[config.mk]
export PLATFORM = sky130hd
export DESIGN_NAME = date_difference_in_days
export DESIGN_NICKNAME = d
export VERILOG_FILES = /design/src/rtl/dddays_pkg.sv /design/src/rtl/date_difference_in_days.sv
export SDC_FILE = /design/constraint.sdc
export NUM_CORES = 2
export LEC_CHECK = 0
export BUFFER_PORTS_ARGS = -buffer_cell sky130_fd_sc_hd__buf_2
export CAP_MARGIN = 20
export CORE_MARGIN = 8
export CORE_UTILIZATION = 30
export CTS_CLUSTER_DIAMETER = 100
export DETAILED_ROUTE_END_ITERATION = 7
export GPL_TIMING_DRIVEN = 0
export SLEW_MARGIN = 20
export SYNTH_ARGS = -nofsm -noshare
export SYNTH_HDL_FRONTEND = slang
export SYNTH_SLANG_ARGS = --single-unit
export TNS_END_PERCENT = 10
[constraint.sdc]
create_clock -name clock -period 7.1 [get_ports clock]
set_input_delay 0.71 -clock clock [delete_from_list [all_inputs] [get_ports clock]]
set_output_delay 0.71 -clock clock [all_outputs]
set_load 0.01 [all_outputs]
[src/rtl/dddays_pkg.sv]
// ----------------------------------------------------------------------------
// dddays_pkg
// Types, constants and per-stage functions for the Gregorian day difference
// pipeline.
// ----------------------------------------------------------------------------
package dddays_pkg;

   localparam int YEAR_W  = 14;
   localparam int MONTH_W = 4;
   localparam int DAY_W   = 5;
   localparam int DIFF_W  = 23;
   localparam int DNUM_W  = 23;

   // Configuration register indexes.
   localparam logic [1:0] CSR_REF_YEAR  = 2'd0;
   localparam logic [1:0] CSR_REF_MONTH = 2'd1;
   localparam logic [1:0] CSR_REF_DAY   = 2'd2;

   localparam logic [YEAR_W-1:0]  REF_YEAR_RESET  = 14'd1990;
   localparam logic [MONTH_W-1:0] REF_MONTH_RESET = 4'd1;
   localparam logic [DAY_W-1:0]   REF_DAY_RESET   = 5'd1;

   // Day numbers count from an epoch 400 years before year 1.
   localparam logic [14:0] YEAR_OFFSET = 15'd399;
   // floor(x / 100) == (x * 5243) >> 19 for every x below 2**15.
   localparam logic [27:0] RECIP_100   = 28'd5243;
   localparam logic [15:0] HUNDRED     = 16'd100;
   localparam logic [22:0] DAYS_YEAR   = 23'd365;

   localparam logic [DIFF_W-1:0] DIFF_MAX = 23'h3F_FFFF;
   localparam logic [DIFF_W-1:0] DIFF_MIN = 23'h40_0000;

   typedef struct packed {
      logic [DAY_W-1:0]   day;
      logic [MONTH_W-1:0] month;
      logic [YEAR_W-1:0]  year;
   } date_type;

   typedef struct packed {
      logic [YEAR_W-1:0] year;
      logic              month_gt2;
      logic [8:0]        month_day;   // days before the month plus day of month
      logic [14:0]       n;           // completed years since the epoch
   } s1_type;

   typedef struct packed {
      logic [YEAR_W-1:0] year;
      logic [7:0]        year_q100;
      logic              month_gt2;
      logic [8:0]        month_day;
      logic [22:0]       n365;
      logic [12:0]       n_q4;
      logic [7:0]        n_q100;
      logic [5:0]        n_q400;
   } s2_type;

   typedef struct packed {
      logic        leap_add;
      logic [8:0]  month_day;
      logic [22:0] year_days;
   } s3_type;

   function automatic logic [8:0] days_before_month(input logic [MONTH_W-1:0] m);
      logic [8:0] d;
      case (m)
         4'd1:    d = 9'd0;
         4'd2:    d = 9'd31;
         4'd3:    d = 9'd59;
         4'd4:    d = 9'd90;
         4'd5:    d = 9'd120;
         4'd6:    d = 9'd151;
         4'd7:    d = 9'd181;
         4'd8:    d = 9'd212;
         4'd9:    d = 9'd243;
         4'd10:   d = 9'd273;
         4'd11:   d = 9'd304;
         4'd12:   d = 9'd334;
         default: d = 9'd0;
      endcase
      return d;
   endfunction

   // Month saturation, epoch-relative year count and offset within the year.
   function automatic s1_type stage1_f(input date_type dt);
      s1_type            r;
      logic [MONTH_W-1:0] m;
      if (dt.month == 4'd0) begin
         m = 4'd1;
      end else if (dt.month > 4'd12) begin
         m = 4'd12;
      end else begin
         m = dt.month;
      end
      r.year      = dt.year;
      r.month_gt2 = (m > 4'd2);
      r.month_day = days_before_month(m) + 9'(dt.day);
      r.n         = 15'(dt.year) + YEAR_OFFSET;
      return r;
   endfunction

   // Constant multiplications: 365 * n and the quotients by 100 and 400.
   function automatic s2_type stage2_f(input s1_type s);
      s2_type      r;
      logic [27:0] p_y;
      logic [27:0] p_n;
      logic [27:0] p_n4;
      p_y          = 28'(s.year) * RECIP_100;
      p_n          = 28'(s.n) * RECIP_100;
      p_n4         = 28'(s.n[14:2]) * RECIP_100;
      r.year       = s.year;
      r.year_q100  = p_y[26:19];
      r.month_gt2  = s.month_gt2;
      r.month_day  = s.month_day;
      r.n365       = 23'(s.n) * DAYS_YEAR;
      r.n_q4       = s.n[14:2];
      r.n_q100     = p_n[26:19];
      r.n_q400     = p_n4[24:19];
      return r;
   endfunction

   // Leap year test and the day count of all completed years.
   function automatic s3_type stage3_f(input s2_type s);
      s3_type r;
      logic   cent;
      logic   leap;
      cent        = ({2'b00, s.year} == 16'(16'(s.year_q100) * HUNDRED));
      leap        = ((s.year[1:0] == 2'b00) && !cent) ||
                    (cent && (s.year_q100[1:0] == 2'b00));
      r.leap_add  = leap && s.month_gt2;
      r.month_day = s.month_day;
      r.year_days = s.n365 + 23'(s.n_q4) + 23'(s.n_q400) - 23'(s.n_q100);
      return r;
   endfunction

   function automatic logic [DNUM_W-1:0] stage4_f(input s3_type s);
      return s.year_days + 23'(s.month_day) + 23'(s.leap_add);
   endfunction

   // Signed difference of two day numbers, saturated to the result field.
   function automatic logic [DIFF_W-1:0] diff_sat_f(input logic [DNUM_W-1:0] t,
                                                   input logic [DNUM_W-1:0] r);
      logic [DNUM_W:0] d;
      d = {1'b0, t} - {1'b0, r};
      if (d[DNUM_W] != d[DNUM_W-1]) begin
         return d[DNUM_W] ? DIFF_MIN : DIFF_MAX;
      end
      return d[DIFF_W-1:0];
   endfunction

endpackage

[src/rtl/date_difference_in_days.sv]
// ----------------------------------------------------------------------------
// date_difference_in_days
// Signed Gregorian day difference from a configured reference date to each
// streamed target date.
// ----------------------------------------------------------------------------
// Usage:
// Target dates arrive on the req_ stream, one per transfer, and each produces
// exactly one rsp_ transfer holding the signed number of days from the
// reference date to the target (positive when the target is later).
// The reference date sits in three registers written over the csr_ port,
// which is always ready; write them only while no date is in flight.
// The block is a five-stage pipeline: month lookup, constant multiplies,
// leap test and year sum, day number, then difference and saturation into
// the output register. One date is taken every cycle while the receiver
// does not stall.
// The reference date travels down the pipeline beside each target, so a
// register write is seen by every date accepted after it.
// When the receiver stalls, each stage holds its item and a stage only
// refills once it is empty or moving on, so bubbles are squeezed out and
// nothing is lost or repeated. Reset empties the pipeline and restores the
// reference date to 1990-01-01.
// ----------------------------------------------------------------------------
module date_difference_in_days
   import dddays_pkg::*;
(
   input  logic        clock,
   input  logic        reset,
   // Target date stream.
   input  logic        req_tvalid,
   output logic        req_tready,
   input  logic [23:0] req_tdata,  // target_year[13:0], target_month[17:14],
                                   // target_day[22:18], zero[23]
   // Result stream.
   output logic        rsp_tvalid,
   input  logic        rsp_tready,
   output logic [23:0] rsp_tdata,  // day_difference[22:0], zero[23]
   // Configuration write port.
   input  logic        csr_valid,
   output logic        csr_ready,
   input  logic [1:0]  csr_index,
   input  logic [13:0] csr_data
);

   // Reference date registers.
   logic [YEAR_W-1:0]  ref_year_ff,  ref_year_in;
   logic [MONTH_W-1:0] ref_month_ff, ref_month_in;
   logic [DAY_W-1:0]   ref_day_ff,   ref_day_in;

   // Stage valid bits.
   logic v1_ff, v1_in, v2_ff, v2_in, v3_ff, v3_in, v4_ff, v4_in, v5_ff, v5_in;
   // A stage may load when it is empty or its content moves on this cycle.
   logic rdy1, rdy2, rdy3, rdy4, rdy5;

   // Lane 0 carries the target date, lane 1 the reference date.
   s1_type            s1_ff [2];
   s1_type            s1_in [2];
   s2_type            s2_ff [2];
   s2_type            s2_in [2];
   s3_type            s3_ff [2];
   s3_type            s3_in [2];
   logic [DNUM_W-1:0] s4_ff [2];
   logic [DNUM_W-1:0] s4_in [2];
   logic [DIFF_W-1:0] s5_ff, s5_in;

   date_type target_date;
   date_type ref_date;

   assign csr_ready = 1'b1;

   // Configuration writes; an index beyond the list is ignored.
   always_comb begin
      ref_year_in  = ref_year_ff;
      ref_month_in = ref_month_ff;
      ref_day_in   = ref_day_ff;
      if (csr_valid && csr_ready) begin
         case (csr_index)
            CSR_REF_YEAR:  ref_year_in  = csr_data;
            CSR_REF_MONTH: ref_month_in = csr_data[MONTH_W-1:0];
            CSR_REF_DAY:   ref_day_in   = csr_data[DAY_W-1:0];
            default:       ref_year_in  = ref_year_ff;
         endcase
      end
   end

   always_ff @(posedge clock) begin
      if (reset) begin
         ref_year_ff  <= REF_YEAR_RESET;
         ref_month_ff <= REF_MONTH_RESET;
         ref_day_ff   <= REF_DAY_RESET;
      end else begin
         ref_year_ff  <= ref_year_in;
         ref_month_ff <= ref_month_in;
         ref_day_ff   <= ref_day_in;
      end
   end

   // Backpressure chain from the output register to the input.
   assign rdy5 = !v5_ff || rsp_tready;
   assign rdy4 = !v4_ff || rdy5;
   assign rdy3 = !v3_ff || rdy4;
   assign rdy2 = !v2_ff || rdy3;
   assign rdy1 = !v1_ff || rdy2;
   assign req_tready = rdy1;

   assign target_date.year  = req_tdata[13:0];
   assign target_date.month = req_tdata[17:14];
   assign target_date.day   = req_tdata[22:18];
   assign ref_date.year     = ref_year_ff;
   assign ref_date.month    = ref_month_ff;
   assign ref_date.day      = ref_day_ff;

   always_comb begin
      v1_in = rdy1 ? req_tvalid : v1_ff;
      v2_in = rdy2 ? v1_ff      : v2_ff;
      v3_in = rdy3 ? v2_ff      : v3_ff;
      v4_in = rdy4 ? v3_ff      : v4_ff;
      v5_in = rdy5 ? v4_ff      : v5_ff;

      s1_in[0] = rdy1 ? stage1_f(target_date) : s1_ff[0];
      s1_in[1] = rdy1 ? stage1_f(ref_date)    : s1_ff[1];
      for (int i = 0; i < 2; i++) begin
         s2_in[i] = rdy2 ? stage2_f(s1_ff[i]) : s2_ff[i];
         s3_in[i] = rdy3 ? stage3_f(s2_ff[i]) : s3_ff[i];
         s4_in[i] = rdy4 ? stage4_f(s3_ff[i]) : s4_ff[i];
      end
      s5_in = rdy5 ? diff_sat_f(s4_ff[0], s4_ff[1]) : s5_ff;
   end

   always_ff @(posedge clock) begin
      if (reset) begin
         v1_ff <= 1'b0;
         v2_ff <= 1'b0;
         v3_ff <= 1'b0;
         v4_ff <= 1'b0;
         v5_ff <= 1'b0;
      end else begin
         v1_ff <= v1_in;
         v2_ff <= v2_in;
         v3_ff <= v3_in;
         v4_ff <= v4_in;
         v5_ff <= v5_in;
      end
   end

   // Payload registers need no reset; the valid bits qualify them.
   always_ff @(posedge clock) begin
      s1_ff <= s1_in;
      s2_ff <= s2_in;
      s3_ff <= s3_in;
      s4_ff <= s4_in;
      s5_ff <= s5_in;
   end

   assign rsp_tvalid = v5_ff;
   assign rsp_tdata  = {1'b0, s5_ff};

endmodule
==> After elaboration in Yosys (flattened, before gate mapping) <==
Memory sizes are Yosys's and may differ from the RTL's.
Cells that the tools add are included.
{ "op_classes": {"addsub": 15, "multipliers": 10, "div_mod_pow": 0, "order_cmp": 4, "eq_ne": 5, "shift": 0, "mux": 8, "bitwise_logic": 0, "n_reduce_logical": 30} }
{ "ops": {"columns": ["op", "n"], "rows": [
  ["$mux W23", 3],
  ["$mul A14 B13 Y27 const B", 2],
  ["$mul A15 B13 Y27 const B", 2],
  ["$mul A13 B13 Y25 const B", 2],
  ["$add A23 B1 Y23", 2],
  ["$add A23 B13 Y23", 2],
  ["$add A23 B6 Y23", 2],
  ["$add A23 B9 Y23", 2],
  ["$mul A15 B9 Y23 const B", 2],
  ["$sub A23 B8 Y23", 2],
  ["$add A14 B9 Y15 const B", 2],
  ["$eq A14 B15 Y1", 2],
  ["$mul A8 B5 Y13 const B", 2],
  ["$sub A23 B23 Y24", 1],
  ["$add A9 B5 Y9", 2],
  ["$mux W4", 4],
  ["$logic_not A2 Y1", 5],
  ["$gt A4 B2 Y1 const B", 2],
  ["$gt A4 B4 Y1 const B", 2],
  ["$logic_not A4 Y1", 2],
  ["$logic_not A1 Y1", 7],
  ["$logic_or A1 B1 Y1", 7],
  ["$logic_and A1 B1 Y1", 6],
  ["$reduce_and A2 Y1", 3],
  ["other kinds (4)", 4]
]} }
{ "totals": {"register_bits": 405, "latch_bits": 0, "mem_bits_rw": 0, "mem_bits_ro": 288, "inputBits": 45, "out_inout_bits": 27, "word_cells": 115, "memories": 2} }
{ "memory_table": {"columns": ["memory", "depth", "width", "rd", "rd_ports_with_merged_regs", "wr", "line_no", "source"], "rows": [
  ["(name not given)", 16, 9, 1, 0, 0, "dddays_pkg.sv:65", "case (m)"],
  ["(name not given)", 16, 9, 1, 0, 0, "dddays_pkg.sv:65", null]
]} }

==> Longest topological paths before layout <==
{ "depth": {"ltp_word": 6, "ltp_mapped": 21, "mapped_depth_nobuf": 21} }

==> Worst setup path after synthesis <==
No wires, ideal clock.
{ "synth_path": {"kind": "input to register", "from": "input rsp_tready", "to": "register s2_ff[0] (netlist name), enable pin", "setup_ps": 1362, "t_arrival_ps": 3868, "slack_ps": 1870, "stages": 3, "path_cell_list": "nor2b_1 > and3_1 > nand2_1"} }
{ "synth_between": {"elab_chain_len": 4} }
{ "synth_lines": {"columns": ["element", "line_no", "source"], "rows": [
  ["start, declared", "date_difference_in_days.sv:35", "input logic rsp_tready,"],
  ["$logic_or A1 B1 Y1", "date_difference_in_days.sv:98", "assign rdy5 = !v5_ff || rsp_tready;"],
  ["$logic_or A1 B1 Y1", "date_difference_in_days.sv:99", "assign rdy4 = !v4_ff || rdy5;"],
  ["$logic_or A1 B1 Y1", "date_difference_in_days.sv:100", "assign rdy3 = !v3_ff || rdy4;"],
  ["$logic_or A1 B1 Y1", "date_difference_in_days.sv:101", "assign rdy2 = !v2_ff || rdy3;"],
  ["net rdy2", "date_difference_in_days.sv:52", "logic rdy1, rdy2, rdy3, rdy4, rdy5;"],
  ["end signal, assigned", "date_difference_in_days.sv:148", "s2_ff <= s2_in;"],
  ["end, declared", "date_difference_in_days.sv:57", "s2_type s2_ff [2];"]
]} }
The timed path passes the listed nets, and every way through them passes these cells.
A chain may end at the register's enable or synchronous reset.

==> Worst setup path after layout <==
{ "layout_path": {"from": "register s1_ff[41] (netlist name)", "to": "register s2_ff[95] (netlist name), data pin"} }
{ "layout_between": {"elab_chain_len": 1} }
{ "layout_lines": {"columns": ["element", "line_no", "source"], "rows": [
  ["start, declared", "date_difference_in_days.sv:55", "s1_type s1_ff [2];"],
  ["start signal, assigned", "date_difference_in_days.sv:147", "s1_ff <= s1_in;"],
  ["$mul A15 B13 Y27", "dddays_pkg.sv:108", "p_n = 28'(s.n) * RECIP_100;"]
]} }
Every way passes these cells.

==> flow_metrics.env <==
export IMPL_wl_um=83200
export IMPL_cpPeakStageDelay_ns=0.67
export IMPL_grt_setup_unrepaired="false"
export IMPL_h_tree_depth=2
export IMPL_synthCells=3774
export IMPL_grt_overflow_total=0
export IMPL_synthesis_nets=4969
export IMPL_cp_top_family="adder cells"
export IMPL_start_util_pct=30.3
export IMPL_maxCapViolCount=0
export IMPL_syn_to_final_growth_pct=10.7
export IMPL_p_leak_nw=22.6
export IMPL_end_kind="flip-flop"
export IMPL_met1_length_um=38900
export IMPL_num_vias=25347
export IMPL_slew_viol_final=0
export IMPL_yosysTopAreaCellShare_pct=27.6
export IMPL_synth_top_cells_by_area="edfxtp_1, ha_1, fa_1"
export IMPL_start_kind="flip-flop"
export IMPL_critPathMaxFanout=10
export IMPL_place_port_buffers=66
export IMPL_post_route_period_util_pct=81.1
export IMPL_r2r_end="s2_ff[95]"
export IMPL_drive_above_1_share_pct=4.68
export IMPL_final_antenna_net_count=0
export IMPL_regToRegSetupSlack_ns=1.34
export IMPL_slowest_stage="edfxtp_1"
export IMPL_sequentialPowerShare_pct=20.0
export IMPL_postSynthAreaPerCell_um2=10.9
export IMPL_io_pins=72
export IMPL_ys_flop_type="edfxtp_1"
export IMPL_status="complete, no violations"
export IMPL_hold_viol_final=0
export IMPL_yosysMostFrequentCell="inv_1"
export IMPL_yosysUniqueCellTypes=80
export IMPL_ctsResizeCount=0
export IMPL_chipWidth_um=386
export IMPL_max_slew_margin_pct=43.3
export IMPL_grt_pass1_vias=26520
export IMPL_final_setup_skew_ns=0.0214
export IMPL_sw_frac_of_total_pct=44.7
export IMPL_synth_edff_count=377
export IMPL_cts_root_buf="clkbuf_16"
export IMPL_p_comb_share_pct=68.6
export IMPL_p_per_area_mw_per_mm2=494
export IMPL_ys_top_cells_by_count="inv_1, ha_1, fa_1"
export IMPL_core_mm2=0.136
export IMPL_syn_area_mm2=0.0411
export IMPL_report_final_setup_viol=0
export IMPL_place_ws_ns=1.29
export IMPL_holdPathEnd="ref_year_ff[6]"
export IMPL_antenna_found_initial=6
export IMPL_postCtsHoldBufs=0
export IMPL_cts_tree="yes"
export IMPL_die_height_um=386
export IMPL_nFillCells=13628
export IMPL_grt_pass1_wl_um=138000
export IMPL_yosys_area_top_type="edfxtp_1"
export IMPL_required_ns=7.44
export IMPL_hp_class="input pin to flip-flop"
export IMPL_dp_cells=5627
export IMPL_seq_area_frac_synth_pct=28.9
export IMPL_drt_pass1_iterations=5
export IMPL_wl_per_cell_um=14.5
export IMPL_cp_arrival_ns=6.09
export IMPL_ir_drop_v=0.000246
export IMPL_wl_met2_um=39300
export IMPL_crit_type="flip-flop to flip-flop"
export IMPL_first_iter_violations=1092
export IMPL_grt_usage_pct=11.4
export IMPL_async_flop_share_pct=0
export IMPL_worstReg2RegStart="s1_ff[41]"
export IMPL_final_min_clock_period_ns=5.76
export IMPL_cts_buffer_depth=3
export IMPL_crit_chain="ha_1 -> xor2_1 -> ha_1 -> ha_1 -> ha_1 -> fa_1 -> ha_1 -> and3_1 -> a31o_2 -> a21o_1 -> a21o_1 -> a21oi_1 -> o2111ai_1 -> a31oi_1 -> o21ai_1 -> xnor2_1"
export IMPL_ys_seq_elements=405
export IMPL_layout_cells_non_filler=5716
export IMPL_fmax_mhz=174
export IMPL_post_cts_buffers=0
export IMPL_p_clk_share_pct=11.4
export IMPL_cts_sinks=405
export IMPL_min_from="csr_data[6]"
export IMPL_yosys_warnings=0
export IMPL_nets=5090
export IMPL_hpwl_um=70600
export IMPL_min_path_cells=3
export IMPL_fin_ws_ns=1.34
export IMPL_drc=0
export IMPL_r2r_cells=16
export IMPL_core_rowCount=135
export IMPL_top_layer_used="met5"
export IMPL_cts_made_buffers=47
export IMPL_wl_met3_um=2860
export IMPL_worst_pin_slew_ns=0.850
export IMPL_path_buf_inv=0
export IMPL_die_area_mm2=0.149
export IMPL_grt_start_max_net_pins=58
export IMPL_crit_top_cell="ha_1"
export IMPL_p_int_mw=12.4
export IMPL_clk_pin_slew_ns=0.07
export IMPL_routabilityCongestion=0.844
export IMPL_via_per_inst=4.43
export IMPL_switching_power_mw=10.0
export IMPL_clock_latency_ns=0.60
-- placed cells by master, fill, tap and decap left out, types with 27 or more instances in the layout --
cell,netlist,final
a21o_1,84,84
a21oi_1,152,152
buf_2,0,66
clkbuf_1,23,27
clkbuf_16,0,49
dfxtp_1,28,28
edfxtp_1,377,377
fa_1,416,416
ha_1,734,734
inv_1,940,939
nand2_1,122,120
nor2_1,139,139
nor3_1,29,29
o21ai_0,86,86
xnor2_1,175,175
xor2_1,76,76
-- logic make-up after synthesis --
family	Yosys count	share of synthesized area, %
AOI/OAI and AO/OA	506	8.04
xor gates and xnor gates	252	5.39
adders and majority gates	1153	42.7
buffers and inverters	968	8.89
DFF	405	28.9
muxes	18	0.472
other	2	0.0183
and+or+nand+nor	470	5.54
-- worst min-delay path: cells and delay by family --
kind	cells	cell delay, ns
AND/OR/NAND/NOR	2	0.11
buffers and inverters	1	0.07
-- per-layer routing --
layer  track usage [%]  up-vias
met5                 0        -
met4              2.96        4
met3              1.50      102
met2              19.6      335
met1              15.2    12241
li1                  -    12665
-- power groups by stage --
stage                     Sequential, mW  Combinational [mW]  Clock, mW
final                               4.49                15.4       2.57
after detailed placement            4.56                15.5          0
after global routing                4.58                17.9       2.73
after CTS                           4.51                15.7       2.65
after floorplan                     4.40                12.1          0
after global placement              4.54                15.2          0
-- area by class of cell --
cell class	instances	area [µm²]	area share (%)
Multi-Input combinational cell	2401	25600	56.2
Tap cell	1781	2230	4.90
Clock buffer	53	1240	2.73
Timing Repair Buffer	72	488	1.07
Inverter	940	3530	7.77
Buffer	28	124	0.272
Antenna cell	2	5.00	0.0110
Sequential cell	405	11900	26.1
Clock inverter	34	412	0.905
-- through the flow --
stage	setup TNS [ns]	util [%]	area [µm²]	power (mW)	hold WS, ns
final	0	33.5	45500	22.5	0.328
after global routing	0	33.5	45500	25.2	0.306
after CTS	0	33.5	45500	22.9	0.289
after detailed placement	0	32.3	43800	20.1	0.405
after global placement	-118.99	32.2	43600	19.8	0.403
after floorplan	0	-	41100	16.5	0.400
-- registers in the layout (all words and copies together), names as in the netlist, 4 cells and up --
register and count:
s2_ff 164, s1_ff 78, s3_ff 66, s4_ff 46, s5_ff 23, ref_year_ff 14
ref_day_ff 5, ref_month_ff 4
-- worst max path at each step --
stage	start	to	slack (ns)	cells past startpoint
global route	s1_ff[29]	s2_ff[67]	1.04	19
floorplan	rsp_tready	s2_ff[0]	1.87	3
CTS	s1_ff[41]	s2_ff[95]	1.27	16
global placement	rsp_tready	s2_ff[151]	-0.77	4
finish	s1_ff[41]	s2_ff[95]	1.34	16
detailed placement	s1_ff[41]	s2_ff[95]	1.29	16
(Power assumes the default switching activity.)
